`src/rtl/core/hds_pkg.sv`:
```
// Shared constants and types for the histogram distance scorer.
package hds_pkg;

  localparam int BIN_BITS_DEF = 16;
  localparam int LOG_TABLE_BITS_DEF = 8;
  localparam int BIN_W = 16;
  localparam int SCORE_W = 48;
  localparam int METRIC_W = 2;
  localparam int QDEPTH = 2;
  localparam logic [15:0] LN2_Q16 = 16'd45426;

  typedef enum logic [1:0] {
    MET_INTERSECT = 2'd0,
    MET_LOGLIK    = 2'd1,
    MET_CHISQ     = 2'd2,
    MET_KL        = 2'd3
  } metric_t;

  // One front-to-back queue entry: classified bin pair.
  typedef struct packed {
    logic [BIN_W-1:0] m;
    logic [BIN_W-1:0] s;
    metric_t          metric;
    logic             last;
  } job_t;

endpackage

```
`src/rtl/core/hds_front.sv`:
```
// Front part: accepts bin pairs, tags them with the metric and queues them.
module hds_front #(
  parameter int BIN_BITS = hds_pkg::BIN_BITS_DEF
) (
  input  logic                   clk,
  input  logic                   rst,
  input  logic                   push,
  output logic                   full,
  input  logic [hds_pkg::BIN_W-1:0] model_bin,
  input  logic [hds_pkg::BIN_W-1:0] sample_bin,
  input  logic                   last_bin,
  input  hds_pkg::metric_t       metric,
  output logic                   job_valid,
  output hds_pkg::job_t          job,
  input  logic                   job_take
);
  localparam int D = hds_pkg::QDEPTH;
  localparam int PW = $clog2(D);

  hds_pkg::job_t q [D];
  logic [PW-1:0] wp, rp;
  logic [PW:0] cnt;
  logic wr, rd;
  logic [hds_pkg::BIN_W-1:0] mmask, smask;

  assign full = (cnt == (PW+1)'(D));
  assign job_valid = (cnt != '0);
  assign wr = push && !full;
  assign rd = job_take && job_valid;
  assign job = q[rp];

  always_comb begin
    mmask = model_bin;
    smask = sample_bin;
    if (BIN_BITS < hds_pkg::BIN_W) begin
      mmask = model_bin & hds_pkg::BIN_W'((1 << BIN_BITS) - 1);
      smask = sample_bin & hds_pkg::BIN_W'((1 << BIN_BITS) - 1);
    end
  end

  always_ff @(posedge clk) begin
    if (wr) begin
      q[wp] <= '{m: mmask, s: smask, metric: metric, last: last_bin};
    end
    if (rst) begin
      wp <= '0;
      rp <= '0;
      cnt <= '0;
    end else begin
      if (wr) wp <= (wp == PW'(D-1)) ? '0 : wp + 1'b1;
      if (rd) rp <= (rp == PW'(D-1)) ? '0 : rp + 1'b1;
      cnt <= cnt + (PW+1)'(wr) - (PW+1)'(rd);
    end
  end
endmodule

```
`config.mk`:
```
export PLATFORM = sky130hd
export DESIGN_NAME = hds_front
export DESIGN_NICKNAME = d
export VERILOG_FILES = /design/src/rtl/core/hds_pkg.sv /design/src/rtl/core/hds_front.sv
export SDC_FILE = /design/constraint.sdc
export NUM_CORES = 1
export LEC_CHECK = 0
export BUFFER_PORTS_ARGS = -buffer_cell sky130_fd_sc_hd__buf_2
export CAP_MARGIN = 20
export CORE_MARGIN = 4
export CORE_UTILIZATION = 25
export CTS_CLUSTER_SIZE = 40
export DETAILED_ROUTE_END_ITERATION = 8
export PLACE_DENSITY = 0.44
export SLEW_MARGIN = 20
export SYNTH_ARGS = -nofsm -noshare
export SYNTH_HDL_FRONTEND = slang
export SYNTH_SLANG_ARGS = --single-unit
```
`constraint.sdc`:
```
create_clock -name clk -period 2.4 [get_ports clk]
set_clock_uncertainty 0.2 [all_clocks]
set_input_delay 0.48 -clock clk [delete_from_list [all_inputs] [get_ports clk]]
set_output_delay 0.48 -clock clk [all_outputs]
set_load 0.005 [all_outputs]
```
# --- After elaboration in Yosys (flattened, before gate mapping) ---
# Memories as Yosys holds them, arrays and structs flattened. A register that Yosys moved wholly into a read port is not among the register bits.
# Cells that the tools add are included.
classes:
  muxes: 6
  n_addsub: 4
  reduce_logical: 4
  eq_ne: 1
ops:
  columns: ["op", "n"]
  rows:
  - ["$mux W1", 6]
  - ["$add A1 B1 Y1 const B", 2]
  - ["$add A2 B1 Y2", 1]
  - ["$eq A2 B2 Y1 const B", 1]
  - ["$logic_and A1 B1 Y1", 2]
  - ["$reduce_bool A2 Y1", 1]
  - ["$sub A2 B1 Y2", 1]
  - ["$logic_not A1 Y1", 1]
totals:
  register_bits: 4
  n_memories: 1
  input_bits: 39
  wordCells: 19
  out_inout_bits: 37
  mem_bits_rw: 70
mem_list:
  columns: ["name", "depth", "width", "rd", "rd_clocked_by_memory_dff", "wr", "line_no", "rtl"]
  rows:
  - ["q", 2, 35, 1, 1, 1, "hds_front.sv:20", "hds_pkg::job_t q [D];"]

# --- Depth between registers and ports, before layout ---
logic_depth:
  ltp_word: 5
  depth_mapped: 8
  depth_no_buf: 8

# --- Worst setup path before layout ---
# Ideal clock, no wire load.
synth_timing:
  path_kind: "in2reg"
  startpoint: "input push"
  endpoint: "memory q[0][0] in the netlist's numbering, enable pin"
  n_path_buf: 0
  setup_time_ps: 390
  required_ps: 1810
  path_slack_ps: 243
  arrival_ps: 1567
  path_stages: 3
  cell_sequence: "inv_1 or3_1 inv_1"
synth_between:
  elab_chain_cells: 3
synth_rtl:
  columns: ["item", "line_no", "rtl"]
  rows:
  - ["from (decl)", "hds_front.sv:7", "input logic push,"]
  - ["$logic_and A1 B1 Y1", "hds_front.sv:28", "assign wr = push && !full;"]
  - ["$mux W1", "hds_front.sv:42", "if (wr) begin"]
  - ["$mux W1 (not written as such)", "hds_front.sv:43", "q[wp] <= '{m: mmask, s: smask, metric: metric, last: last_bin};"]
  - ["to (decl)", "hds_front.sv:20", null]
# No other way between the ends.

==> results.json <==
{
  "yosys_warnings": 0,
  "p_clk_share_pct": 27.7,
  "clock-sinks": 75,
  "syn_to_final_growth_pct": 28.2,
  "synth_area_leaders": "edfxtp_1 (76%), mux2_2 (14%), dfxtp_1 (3.6%), ha_1 (0.91%), buf_4 (0.82%)",
  "cts_tree": "built",
  "ctsLongestPathBuffers": 2,
  "setup_viol": 0,
  "irDropWorstVdd_mv": 0.344,
  "setup_tns_ns": 0,
  "hold_path_startpoint": "sample_bin[2]",
  "detail-route-antenna-nets": 0,
  "antenna_found_initial": 0,
  "grt_overflow_total": 0,
  "path_clk_slew_ns": 0.08,
  "crit_chain": "buf_4, mux2_2, buf_2",
  "routedWlPerCell_um": 14.1,
  "yosysTopAreaCell": "edfxtp_1",
  "max_stage_delay_ns": 0.40,
  "wirelength_mm": 5.20,
  "grt_pass1_vias": 1568,
  "via_count": 1471,
  "seq_area_frac_synth_pct": 79.8,
  "synth_flop_cell": "edfxtp_1",
  "end_kind": "output pin",
  "syn_avg_cell_area_um2": 20.3,
  "drv_cap": 0,
  "cp-start-kind": "register",
  "seqPwrFrac_pct": 47.2,
  "coreArea_mm2": 0.0108,
  "crit_path_top_delay_cell": "mux2_2",
  "finalPower_uw": 3650,
  "syn_area_mm2": 0.00276,
  "ios": 76,
  "start_util_pct": 25.5,
  "synth_async_sr_flop_share_pct": 0,
  "stdcell_area_mm2": 0.00354,
  "dieArea_mm2": 0.0128,
  "grt_pass1_wl_mm": 8.16,
  "viasPerCell": 3.99,
  "clk-insertion-delay-late_ns": 0.33,
  "hpwl_mm": 3.52,
  "drive_gt1_share_pct": 58.5,
  "synth_cell_type_count": 22,
  "critPathKind": "reg2out",
  "worst_pin_slew_ns": 0.367,
  "ys_top_cells_by_count": "edfxtp_1 (70), mux2_2 (35), dfxtp_1 (5)",
  "cp.required_ns": 1.72,
  "worstReg2RegStart": "cnt[0]",
  "drtIter0Drc": 69,
  "p_sw_uw": 933,
  "finalWeightedCongestion": 0.678,
  "finalCriticalPeriod_ns": 2.21,
  "drc": 0,
  "power.leakage_uw": 0.00134,
  "rows": 38,
  "synth_edf_count": 70,
  "met3_length_um": 292,
  "wl_met1_mm": 2.21,
  "cts_buffers": 9,
  "postPlaceCellArea_mm2": 0.00333,
  "synth_most_common_cell": "edfxtp_1",
  "p_per_area_mw_per_mm2": 1030,
  "ys_ff_latch": 75,
  "cp.buffers_inverters": 2,
  "status": "completed",
  "fin_crit_sh_pct": 92.1,
  "grtUsageTotal_pct": 8.62,
  "fmax_mhz": 452,
  "finalMaxSlewViolations": 0,
  "die_h_um": 113,
  "grt_setup_unrepaired": "no",
  "synth_nets": 177,
  "finalNonFillerCells": 369,
  "synth_top_area_share_pct": 76.2,
  "nets": 265,
  "hp-class": "in2reg",
  "fp.dieW_um": 113,
  "top_layer_used": "met4",
  "worst_slack_ns": 0.190,
  "pre_cts_ws_ns": 0.458,
  "grt_max_degree": 25,
  "syn_inst": 136,
  "cts_hold_buf": 0,
  "combPwrFrac_pct": 25.2,
  "slew_headroom_pct": 75.5,
  "htreeDepth": 3,
  "crit_family": "buffers and inverters",
  "dp_cells": 353,
  "switching_share_pct": 25.6,
  "cp_max_fo": 24,
  "wl_met2_mm": 2.58,
  "p_int_uw": 2720,
  "place.port_buffers": 75,
  "antenna_cells": 0,
  "first_pass_iters": 4,
  "cts_root_buf": "clkbuf_8",
  "post-cts-setup-buffers": 0,
  "cp_data_arrival_time_ns": 1.53,
  "post_cts_resized": 0,
  "hold_viol": 0
}
==> cell usage in the layout, fill, tap and decap left out, drive strengths merged <==
master,n
buf,81
or3,1
nand2b,1
and3,1
o21ai,1
clkinvlp,1
inv,4
and2,1
edfxtp,70
nor3,1
xnor2,1
a21oi,1
nor2,3
bufinv,2
nor2b,1
xor2,1
dfxtp,5
nand2,1
clkinv,3
o21a,1
clkbuf,10
ha,2
or2,1
mux2,35
==> stage by stage <==
step / hold WS [ns] / utilization, %
2_1_floorplan: 0.251 / -
3_3_place_gp: 0.290 / 30.7
3_5_place_dp: 0.279 / 30.7
4_1_cts: 0.102 / 32.6
5_1_grt: 0.102 / 32.6
6_report: 0.134 / 32.6
==> path summary, 6_finish.rpt <==
check | endpoint | slack [ns] | cells after the start
setup / recovery | job[28] | 0.19 | 3
hold / removal | q[0][5] | 0.13 | 1
setup reg to reg | q[0][28] | 0.58 | 5
hold reg to reg | wp | 0.31 | 2
==> registers in the layout (all words and copies together), names as in the netlist, named ones only <==
register,cells
q,70
cnt,2
wp,1
rp,1
==> cells by family after synthesis <==
| group | after synthesis | synth area share, % |
|---|---|---|
| buffers and inverters | 8 | 1.54 |
| multiplexers | 35 | 14.3 |
| XOR/XNOR | 2 | 0.635 |
| adder cells (fa/ha/maj) | 2 | 0.906 |
| AND/OR/NAND/NOR | 11 | 2.22 |
| flip-flops | 75 | 79.8 |
| AO/OA/AOI/OAI | 3 | 0.634 |
==> layout make-up <==
cell class              count  area [um^2]
fillers                  1100         7300
flip-flops and latches     75         2200
multi-input cells          53          515
repair buffers             81          420
well taps                 140          175
clock buffers              10          128
clock inverters             6         80.1
inverters                   4         15.0
==> per-layer routing <==
| layer | vias to the layer above | track usage (%) |
|---|---|---|
| li1 | 694 | - |
| met1 | 721 | 10.3 |
| met5 | - | 0 |
| met2 | 47 | 13.7 |
| met3 | 9 | 2.46 |
| met4 | 0 | 5.29 |
==> power groups by stage <==
| stage | clock (uW) | combinational [uW] | sequential, uW |
|---|---|---|---|
| floorplan | 0 | 558 | 1740 |
| finish | 1010 | 919 | 1720 |
| CTS | 1060 | 957 | 1720 |
| detailed placement | 0 | 954 | 1750 |
| global placement | 0 | 953 | 1750 |
| global route | 1120 | 1020 | 1740 |
Note: power is estimated with default switching activity, not from simulation.
